## src/rtl/ane_pkg.sv

```systemverilog
package ane_pkg;

  localparam logic [7:0] TypeShortName = 8'h08;
  localparam logic [7:0] TypeFullName  = 8'h09;
  localparam logic [7:0] MaxNameLenRst = 8'd248;

  localparam logic [1:0] StNameByte  = 2'd0;
  localparam logic [1:0] StEmptyName = 2'd1;
  localparam logic [1:0] StUnknown   = 2'd2;

  typedef enum logic [2:0] {
    PH_DONE = 3'd0,
    PH_LEN  = 3'd1,
    PH_TYPE = 3'd2,
    PH_NAME = 3'd3,
    PH_SKIP = 3'd4
  } phase_e;

  typedef struct packed {
    logic [7:0] data_byte;
    logic       first_of_record;
    logic [7:0] record_length;
  } in_item_t;

  typedef struct packed {
    logic [7:0] name_byte;
    logic [1:0] status;
    logic       last_of_run;
  } out_item_t;

endpackage

```

## src/rtl/ane_parser.sv

```systemverilog
module ane_parser import ane_pkg::*; (
  input  logic      clk_i,
  input  logic      rst_ni,
  input  logic      fire_i,
  input  in_item_t  item_i,
  input  logic [7:0] max_name_len_i,
  output logic      emit_o,
  output out_item_t result_o
);

  phase_e     phase_q, phase_d;
  logic [7:0] offset_q, offset_d;
  logic [7:0] left_q, left_d;

  phase_e     ph;
  logic [7:0] o;
  logic [7:0] left;
  logic [7:0] left_dec;
  logic [8:0] field_end_pos;
  logic       is_name_type;
  logic       rec_over;

  always_ff @(posedge clk_i or negedge rst_ni) begin
    if (!rst_ni) begin
      phase_q  <= PH_DONE;
      offset_q <= '0;
      left_q   <= '0;
    end else begin
      phase_q  <= phase_d;
      offset_q <= offset_d;
      left_q   <= left_d;
    end
  end

  always_comb begin
    ph            = item_i.first_of_record ? PH_LEN : phase_q;
    o             = item_i.first_of_record ? 8'd0 : offset_q;
    left          = item_i.first_of_record ? 8'd0 : left_q;
    left_dec      = left - 8'd1;
    field_end_pos = {1'b0, o} + {1'b0, item_i.data_byte} + 9'd1;
    is_name_type  = (item_i.data_byte == TypeShortName) ||
                    (item_i.data_byte == TypeFullName);
    // no room after this byte for another field
    rec_over      = ({1'b0, o} + 9'd1) >= {1'b0, item_i.record_length};

    phase_d  = phase_q;
    offset_d = offset_q;
    left_d   = left_q;
    emit_o   = 1'b0;
    result_o = '0;

    if (fire_i) begin
      phase_d  = ph;
      offset_d = o;
      left_d   = left;
      if (ph != PH_DONE) begin
        if (o >= item_i.record_length) begin
          phase_d              = PH_DONE;
          emit_o               = 1'b1;
          result_o.status      = StUnknown;
          result_o.last_of_run = 1'b1;
        end else begin
          offset_d = o + 8'd1;
          unique case (ph)
            PH_LEN: begin
              if (item_i.data_byte == 8'd0 ||
                  field_end_pos > {1'b0, item_i.record_length}) begin
                phase_d              = PH_DONE;
                emit_o               = 1'b1;
                result_o.status      = StUnknown;
                result_o.last_of_run = 1'b1;
              end else begin
                left_d  = item_i.data_byte;
                phase_d = PH_TYPE;
              end
            end
            PH_TYPE: begin
              left_d = left_dec;
              if (is_name_type) begin
                if (left_dec > max_name_len_i) begin
                  phase_d              = PH_DONE;
                  emit_o               = 1'b1;
                  result_o.status      = StUnknown;
                  result_o.last_of_run = 1'b1;
                end else if (left_dec == 8'd0) begin
                  phase_d              = PH_DONE;
                  emit_o               = 1'b1;
                  result_o.status      = StEmptyName;
                  result_o.last_of_run = 1'b1;
                end else begin
                  phase_d = PH_NAME;
                end
              end else if (left_dec == 8'd0) begin
                if (rec_over) begin
                  phase_d              = PH_DONE;
                  emit_o               = 1'b1;
                  result_o.status      = StUnknown;
                  result_o.last_of_run = 1'b1;
                end else begin
                  phase_d = PH_LEN;
                end
              end else begin
                phase_d = PH_SKIP;
              end
            end
            PH_NAME: begin
              left_d               = left_dec;
              emit_o               = 1'b1;
              result_o.name_byte   = item_i.data_byte;
              result_o.status      = StNameByte;
              result_o.last_of_run = (left_dec == 8'd0);
              if (left_dec == 8'd0) begin
                phase_d = PH_DONE;
              end
            end
            PH_SKIP: begin
              left_d = left_dec;
              if (left_dec == 8'd0) begin
                if (rec_over) begin
                  phase_d              = PH_DONE;
                  emit_o               = 1'b1;
                  result_o.status      = StUnknown;
                  result_o.last_of_run = 1'b1;
                end else begin
                  phase_d = PH_LEN;
                end
              end
            end
            default: begin
              phase_d = PH_DONE;
            end
          endcase
        end
      end
    end
  end

endmodule

```

## src/rtl/ane_out_reg.sv

```systemverilog
module ane_out_reg import ane_pkg::*; (
  input  logic      clk_i,
  input  logic      rst_ni,
  input  logic      load_i,
  input  logic      valid_i,
  input  out_item_t item_i,
  input  logic      out_stall_i,
  output logic      out_free_o,
  output logic      out_valid_o,
  output out_item_t out_item_o
);

  logic      valid_q;
  out_item_t item_q;

  // slot frees up when empty or when its item is taken this cycle
  assign out_free_o  = !valid_q || !out_stall_i;
  assign out_valid_o = valid_q;
  assign out_item_o  = item_q;

  always_ff @(posedge clk_i or negedge rst_ni) begin
    if (!rst_ni) begin
      valid_q <= 1'b0;
    end else if (out_free_o) begin
      valid_q <= load_i && valid_i;
    end
  end

  always_ff @(posedge clk_i) begin
    if (out_free_o && load_i && valid_i) begin
      item_q <= item_i;
    end
  end

endmodule

```

## src/rtl/adv_data_name_extractor_unit.sv

```systemverilog
// Local-name extractor for advertising records: takes one record byte per
// cycle and returns the first shortened or complete local name as a run of
// name bytes (the last marked), or a single empty-name or unknown status.
// One item is accepted every cycle when the result side is not stalled; an
// item's result is set by the single parse stage between the input register
// and the result register, and is loaded into the result register when the
// item leaves the input register.
// max_name_len may only be written while no item is in flight.
module adv_data_name_extractor_unit import ane_pkg::*; (
  input  logic      clk_i,
  input  logic      rst_ni,
  input  logic      in_valid_i,
  output logic      in_stall_o,
  input  in_item_t  in_item_i,
  output logic      out_valid_o,
  input  logic      out_stall_i,
  output out_item_t out_item_o,
  input  logic      cfg_we_i,
  input  logic [7:0] cfg_wdata_i
);

  logic       in_valid_q;
  in_item_t   in_item_q;
  logic [7:0] max_name_len_q;
  logic       out_free;
  logic       fire;
  logic       emit;
  out_item_t  result;

  assign fire       = in_valid_q && out_free;
  assign in_stall_o = in_valid_q && !out_free;

  always_ff @(posedge clk_i or negedge rst_ni) begin
    if (!rst_ni) begin
      in_valid_q <= 1'b0;
    end else if (!in_stall_o) begin
      in_valid_q <= in_valid_i;
    end
  end

  always_ff @(posedge clk_i) begin
    if (in_valid_i && !in_stall_o) begin
      in_item_q <= in_item_i;
    end
  end

  always_ff @(posedge clk_i or negedge rst_ni) begin
    if (!rst_ni) begin
      max_name_len_q <= MaxNameLenRst;
    end else if (cfg_we_i) begin
      max_name_len_q <= cfg_wdata_i;
    end
  end

  ane_parser u_parser (
    .clk_i          (clk_i),
    .rst_ni         (rst_ni),
    .fire_i         (fire),
    .item_i         (in_item_q),
    .max_name_len_i (max_name_len_q),
    .emit_o         (emit),
    .result_o       (result)
  );

  ane_out_reg u_out_reg (
    .clk_i       (clk_i),
    .rst_ni      (rst_ni),
    .load_i      (fire),
    .valid_i     (emit),
    .item_i      (result),
    .out_stall_i (out_stall_i),
    .out_free_o  (out_free),
    .out_valid_o (out_valid_o),
    .out_item_o  (out_item_o)
  );

  a_status_fields: assert property (@(posedge clk_i) disable iff (!rst_ni)
    out_valid_o && out_item_o.status != StNameByte |->
      out_item_o.name_byte == 8'd0 && out_item_o.last_of_run)
    else $error("status result carries name byte or lacks last flag");

  a_stall_needs_item: assert property (@(posedge clk_i) disable iff (!rst_ni)
    in_stall_o |-> in_valid_q)
    else $error("input stalled with empty input register");

  a_blocked_item_held: assert property (@(posedge clk_i) disable iff (!rst_ni)
    in_valid_q && !out_free |=> in_valid_q && $stable(in_item_q))
    else $error("blocked item lost from input register");

  a_cfg_write: assert property (@(posedge clk_i) disable iff (!rst_ni)
    cfg_we_i |=> max_name_len_q == $past(cfg_wdata_i))
    else $error("config write not taken");

endmodule

```

## config.mk

```make
export PLATFORM = sky130hd
export DESIGN_NAME = adv_data_name_extractor_unit
export DESIGN_NICKNAME = d
export VERILOG_FILES = /design/src/rtl/ane_pkg.sv /design/src/rtl/ane_parser.sv /design/src/rtl/ane_out_reg.sv /design/src/rtl/adv_data_name_extractor_unit.sv
export SDC_FILE = /design/constraint.sdc
export NUM_CORES = 1
export LEC_CHECK = 0
export ABC_AREA = 1
export BUFFER_PORTS_ARGS = -buffer_cell sky130_fd_sc_hd__clkbuf_2
export CORE_ASPECT_RATIO = 0.75
export CORE_MARGIN = 5
export CORE_UTILIZATION = 40
export DETAILED_ROUTE_END_ITERATION = 7
export GPL_TIMING_DRIVEN = 0
export PLACE_DENSITY_LB_ADDON = 0.08
export RECOVER_POWER = 25
export SLEW_MARGIN = 20
export SYNTH_ARGS = -nofsm -noshare
export SYNTH_HDL_FRONTEND = slang
export SYNTH_HIERARCHICAL = 1
export SYNTH_SLANG_ARGS = --single-unit
```

## constraint.sdc

```tcl
create_clock -name clk_i -period 3.5 [get_ports clk_i]
set_input_delay 0.7 -clock clk_i [delete_from_list [all_inputs] [get_ports clk_i]]
set_output_delay 0.7 -clock clk_i [all_outputs]
set_load 0.05 [all_outputs]
```

==> results of run 1 <==
## worst max path at each step
stage	from	cells after the start	slack (ps)	to
after CTS	in_item_q[8]$_DFFE_PP_	28	-60	u_out_reg/out_item_o[1]$_DFFE_PP_
after global placement	in_item_q[8]$_DFFE_PP_	27	-440	u_out_reg/out_item_o[5]$_DFFE_PP_
after detailed placement	in_item_q[8]$_DFFE_PP_	22	-510	u_out_reg/out_item_o[5]$_DFFE_PP_
after floorplan	in_item_q[8]$_DFFE_PP_	27	30	u_out_reg/out_item_o[0]$_DFFE_PP_
final	in_item_q[8]$_DFFE_PP_	29	-40	u_out_reg/out_item_o[1]$_DFFE_PP_
after global routing	in_item_q[8]$_DFFE_PP_	25	-230	u_out_reg/out_item_o[1]$_DFFE_PP_
## critical path: cells and delay by family, from the launching register on
family,cells,cell delay (ps)
adder cells (fa/ha/maj),3,680
buffers and inverters,5,510
flip-flops,1,400
XOR/XNOR,1,140
AND/OR/NAND/NOR,20,1510
## report_power, final
part / total (W) / switching (W) / internal [W]
sequential: 0.000953 / 0.000117 / 0.000837
combinational: 0.00191 / 0.00122 / 0.000695
clock: 0.000773 / 0.000307 / 0.000466
## state kept, by name, indices dropped and copies added, names as in the netlist
register,count
u_parser/offset_q,8
u_parser/left_q,8
u_parser/phase_q,3
in_item_q,17
in_valid_q,1
u_out_reg/out_valid_o,1
u_out_reg/out_item_o,11
max_name_len_q,8
## through the flow
step / cells / hold slack, ps / worst slack [ps]
floorplan: 565 / 404 / 26.6
global placement: 747 / 459 / -438
detailed placement: 748 / 462 / -505
CTS: 781 / 470 / -60.1
global route: 787 / 483 / -226
finish: 787 / 467 / -35.9
## area by class of cell
cell class,count,area (µm²),area share [%]
multi-input combinational,400,2630,47.7
sequential,57,1570,28.5
timing repair buffer,66,424,7.69
inverter,100,390,7.08
clock buffer,10,229,4.15
tap,140,175,3.18
buffer,8,67.6,1.22
clock inverter,6,25.0,0.454
## cell usage after synthesis (all sizes together), types with 2 or more instances
cell type	n	area, µm²
or2	2	12.5
o21bai	2	15.0
inv	98	370
xor2	13	121
ha	36	450
nand4	18	119
nor2	56	284
a31oi	2	12.5
nor3	11	60.1
a21oi	26	145
buf	8	75.1
edfxtp	28	841
dfrtp	24	601
o21a	2	15.0
o21ai	35	190
nand2	157	684
dfstp	5	131
nand3	34	223
clkinv	2	7.51
## timing repair
item                       in CTS  in global routing
hold buffers                    0                  0
buffers inserted               16                  8
setup endpoints to repair      21                 14
gates cloned                    1                  0
pin swaps                      16                 25
resized for setup              27                 30
## cells by family after synthesis
group	after synthesis	share of synthesized area, %
buffers and inverters	108	10.2
AOI/OAI and AO/OA	70	9.17
adders and majority gates	37	10.6
and+or+nand+nor	280	31.6
DFF	57	35.6
xor gates and xnor gates	13	2.75
## routing by layer
metal	wire, µm	share of wire (%)	vias up	GRT usage, %
li1	-	-	1983	-
met1	6160	51	1815	28.0
met2	4980	41	128	26.4
met3	895	7.4	13	4.94
met4	132	1.1	0	4.74
met5	0	0	-	0
==> results.txt, run 1 <==
Count of input and output buffers - 42
Count of final setup violators - 5
Synth cell types - 45
Post-detailed-route wirelength per cell - 15.5 µm
Worst setup slack after layout - -35.9 ps
Pin count of the biggest net entering global routing - 30
Max H-tree Level - 3
Hold Crit Class - reg2reg
Worst-case hold path end point - max_name_len_q[7]$_DFFE_PN1P_
Count of cells along the worst register-to-register path - 29
Num rows - 33
Total length of routed wires - 12200 µm
Weighted congestion at the end of routability-driven global placement - 0.877
Count of max-cap constraint violations - 1
Flip-flop and latch count after synthesis - 57
Number of enable-type register cells in the synthesized netlist - 28
Final worst path period share - 101%
CTS clock-pin slew for the worst setup and hold paths - 50 ps
Minimum clock period - 3540 ps
Vertical extent of the die - 101 µm
Worst-case vdd ir drop - 0.348 mV
Critical path fanouts, max - 7
Transition at the pin with the smallest max-transition slack - 1730 ps
Maximum buffer depth of the clock tree - 2
Crit. End Element - register
Number of global-route vias before repair - 3617
Vias after detailed routing - 3939
CTS sink count - 57
Detailed placer's ending HPWL - 9050 µm
Synth warnings - 6
Area growth from synthesis to layout - 24.8%
Kind of start point of the critical path - register
Total Die Area - 13300 µm²
Post-Syn Instances - 565
Root buf cell - clkbuf_16
Clk_lat worst skew - 330 ps
Post-Route Setup TNS - -158 ps
Leading cell type in the layout, fill and taps excluded - nand2_1
Synthesized area per cell - 7.82 µm²
Setup slack of the worst register-to-register path - -40 ps
Sequential-to-total area share from yosys stat - 35.6%
Setup repair after global routing missed its margin - true
Post-synthesis instance area - 4420 µm²
Slowest Stage Delay on Critical Path - 400 ps
Slowest cell on crit path - edfxtp_1
Util after Layout - 50.8%
Outcome - finished with violations
Violated checks - max-capacitance violations, max-slew violations, negative setup slack
Wire length of the first global-routing pass - 19400 µm
Worst clock skew - 5.63 ps
Worst Hold Depth - 2
TritonCTS Buffers - 9
Global-route total usage across every layer - 18.7%
Starting density of the core - 40.7%
Nets in the synthesized netlist - 632
Placed Instance Area - 4830 µm²
Relative max-transition margin - -15.5%
CTS tree - done
Fraction of layout instances using a drive strength above 1 - 28.3%
Count of nets after finishing - 709
Power per cell area - 659 nW/µm²
Worst endpoint required time - 3550 ps
Arrival time at the worst endpoint - 3580 ps
Number of antenna violations at the first check in global routing - 0
Class of the most critical setup path - reg2reg
Area of the placeable core - 10900 µm²
Share of flip-flops with an asynchronous set or reset - 50.9%
Top library cells by usage in the layout, fill and taps aside - nand2_1, inv_1, nor2_1, clkbuf_2, ha_1
Pwr Total - 0.00364 W
GRT Residual Overflow - 0
Violation count after the first detailed-routing iteration - 248
Worst reg2reg startpoint - in_item_q[8]$_DFFE_PP_
Standby leakage power - 2.78 nW
Total count of hold-check failures in the final report - 0
Number of detailed-route iterations in the first pass - 4
Final slew viol count - 30
Startpoint of the worst hold path - max_name_len_q[7]$_DFFE_PN1P_
Filler cells - 1048
Finished Cell Area - 5520 µm²
Antenna violation net count after detailed routing - 0
Via/cell ratio - 5.01
Most repeated library cell on the critical path - nand2_2
Diodes inserted - 0
DRC errors left - 0
Flip-flop cell with the highest count after synthesis - edfxtp_1
Count of pins on the block boundary - 43
Max Fclk - 283 MHz
Die W - 131 µm
Capture point of the worst reg-to-reg path - u_out_reg/out_item_o[1]$_DFFE_PP_
(Power assumes the default switching activity.)
==> inputs of run 2 (changes only) <==
Settings changed: CORE_MARGIN 5 to 1, PLACE_DENSITY from default to 0.61, PLACE_DENSITY_LB_ADDON 0.08 to default.
==> results.txt, run 2 (same netlist as run 1, synthesis figures left out) <==
Outcome - finished with violations
Violated checks - max-capacitance violations, max-slew violations
Crit. End Element - register
Setup repair after global routing missed its margin - true
Sequential cell area - 1570 µm² (unchanged)
TritonCTS Buffers - 9 (unchanged)
Global-route total usage across every layer - 21.9% (+3.2 points)
DRC errors left - 0 (unchanged)
Count of nets after finishing - 705 (-0.56%)
GRT Residual Overflow - 0 (unchanged)
Standby leakage power - 2.76 nW (-0.87%)
Minimum clock period - 3480 ps (-59.5 ps)
Power per cell area - 659 nW/µm² (about the same)
Final slew viol count - 30 (unchanged)
Post-CTS Hold Fix Bufs - 0 (unchanged)
Count of max-cap constraint violations - 1 (unchanged)
Top library cells by usage in the layout, fill and taps aside - nand2_1, inv_1, clkbuf_2
Pre-CTS setup slack - -478 ps (+27.5 ps)
Number of non-filler instances in the completed layout - 779 (-1.0%)
Root buf cell - clkbuf_16
Diodes inserted - 0 (unchanged)
Max Fclk - 288 MHz (+1.7%)
Final worst path period share - 99.3% (-1.7 points)
Slowest Stage Delay on Critical Path - 390 ps (about the same)
Detailed placer's ending HPWL - 8630 µm (-4.7%)
Vias after detailed routing - 3942 (+0.076%)
Pin count of the biggest net entering global routing - 30 (unchanged)
Starting density of the core - 42.0% (+1.3 points)
Combined area of the multi-input logic cells - 2590 µm² (-1.7%)
Total count of hold-check failures in the final report - 0 (unchanged)
Finished Cell Area - 5410 µm² (-1.9%)
Total length of routed wires - 11700 µm (-3.6%)
Antenna violation net count after detailed routing - 0 (unchanged)
Total Die Area - 11500 µm² (-14%)
Slowest cell on crit path - edfxtp_1
Post-detailed-route wirelength per cell - 15.1 µm (-2.6%)
Worst setup slack after layout - 23.7 ps (+59.5 ps)
CTS tree - done
Max H-tree Level - 3 (unchanged)
Wire length of the first global-routing pass - 18800 µm (-2.9%)
Number of detailed-route iterations in the first pass - 7 (+3)
Util after Layout - 51.4% (+0.61 points)
Worst clock skew - 6.87 ps (+1.24 ps)
Most repeated library cell on the critical path - nand2_2
Kind of start point of the critical path - register
Class of the most critical setup path - reg2reg
Transition at the pin with the smallest max-transition slack - 1690 ps (-39.1 ps)
Critical path cell sequence - buf_6, buf_4, nor2_4, ha_4, nand3_4, nor3_4, or2_4, nand2_2, ha_4, nand2_1, inv_2, nand3_1, o21bai_1, nor2_1, nand2_2, nand3_2, nand2_2, nand3_2, nand3_2, nor2_1, nor2_1, nand2_2, nor2_4, buf_6
Area of the placeable core - 10500 µm² (-3.0%)
Count of pins on the block boundary - 43 (unchanged)
Critical path fanouts, max - 6 (-1)
Clk_lat worst skew - 330 ps (about the same)
Fraction of layout instances using a drive strength above 1 - 27.8% (-0.45 points)
Count of input and output buffers - 42 (unchanged)
Filler cells - 992 (-5.3%)
Weighted congestion at the end of routability-driven global placement - 0.901 (+2.8%)
Maximum buffer depth of the clock tree - 2 (unchanged)
Die W - 123 µm (-6.1%)
Vertical extent of the die - 93.0 µm (-7.9%)
CTS clock-pin slew for the worst setup and hold paths - 50 ps (about the same)
Num rows - 32 (-3.0%)
Most flops, register - in_item_q
Number of global-route vias before repair - 3709 (+2.5%)
Number of placed cells counting well taps - 744 (-0.53%)
Pwr Total - 0.00357 W (-1.9%)
Via/cell ratio - 5.06 (+1.1%)
Count of final setup violators - 0 (-5)
Violation count after the first detailed-routing iteration - 347 (+40%)
Worst-case vdd ir drop - 0.352 mV (+1.0%)
Relative max-transition margin - -12.8% (+2.6 points)
Hold Crit Class - reg2reg
Number of antenna violations at the first check in global routing - 0 (unchanged)
Area growth from synthesis to layout - 22.5%
Arrival time at the worst endpoint - 3510 ps (-70 ps)
Placed Instance Area - 4820 µm² (-0.10%)
Worst endpoint required time - 3540 ps (about the same)
Leading cell type in the layout, fill and taps excluded - nand2_1
CTS sink count - 57 (unchanged)
Number of flip-flops under the largest register name - 17 (unchanged)
==> run 2: cell count changes in the layout (fill, tap and decap cells not counted), sizes merged <==
cell / change
clkinv: -2
buf: -4
inv: +1
clkbuf: +1
==> run 2: path summary, 6_finish.rpt <==
kind | startpoint | to | slack (ps) | cells after the start
worst max-delay path | in_item_q[8]$_DFFE_PP_ | u_out_reg/out_item_o[4]$_DFFE_PP_ | 20 | 24
worst min-delay path | max_name_len_q[7]$_DFFE_PN1P_ | max_name_len_q[7]$_DFFE_PN1P_ | 470 | 2
worst max register to register | in_item_q[8]$_DFFE_PP_ | u_out_reg/out_item_o[4]$_DFFE_PP_ | 20 | 24
worst min register to register | max_name_len_q[7]$_DFFE_PN1P_ | max_name_len_q[7]$_DFFE_PN1P_ | 470 | 2
max in group asynchronous | rst_ni | u_parser/left_q[3]$_DFFE_PN0P_ | 1700 | 1
min in group asynchronous | rst_ni | max_name_len_q[2]$_DFFE_PN0P_ | 810 | 1
==> run 2: what timing repair did <==
item                                    in CTS  in global routing
hold endpoints to repair                     0                  0
buffers inserted                            16                  4
pin swaps                                   19                 25
gates cloned                                 1                  0
resized for setup                           39                 10
endpoints found under the setup margin      18                 12
==> run 2: where the power goes <==
part	internal, W	switching [W]
registers	0.000837	0.000117
logic	0.000664	0.00119
clock network	0.000469	0.000296
==> run 2: routing by layer <==
layer	GRT usage, %	part of all wire [%]	vias to the layer above
met5	0	0	-
met2	31.8	43	120
li1	-	-	1973
met3	4.33	6.7	7
met4	5.32	0.72	0
met1	32.8	50	1842
==> run 2: per-stage QoR <==
stage / TNS, ps / hold WS, ps
floorplan: 0 / 404
global placement: -4600 / 460
detailed placement: -5390 / 465
CTS: -370 / 471
global route: -2550 / 492
finish: 0 / 473
==> run 2: layout make-up <==
type                            count  share of cell area, %
Multi-Input combinational cell    400                   47.8
Sequential cell                    57                   29.1
Inverter                          100                   7.07
Timing Repair Buffer               62                   6.98
Clock buffer                       11                   4.30
Tap cell                          136                   3.14
Buffer                              8                   1.25
Clock inverter                      5                  0.416
==> run 2: worst max-delay path, delay by kind of cell, from the launching register on <==
family / cells / cell delay, ps
AND/OR/NAND/NOR: 17 / 1710
adder cells (fa/ha/maj): 2 / 440
flip-flops: 1 / 390
buffers and inverters: 4 / 510
AO/OA/AOI/OAI: 1 / 150
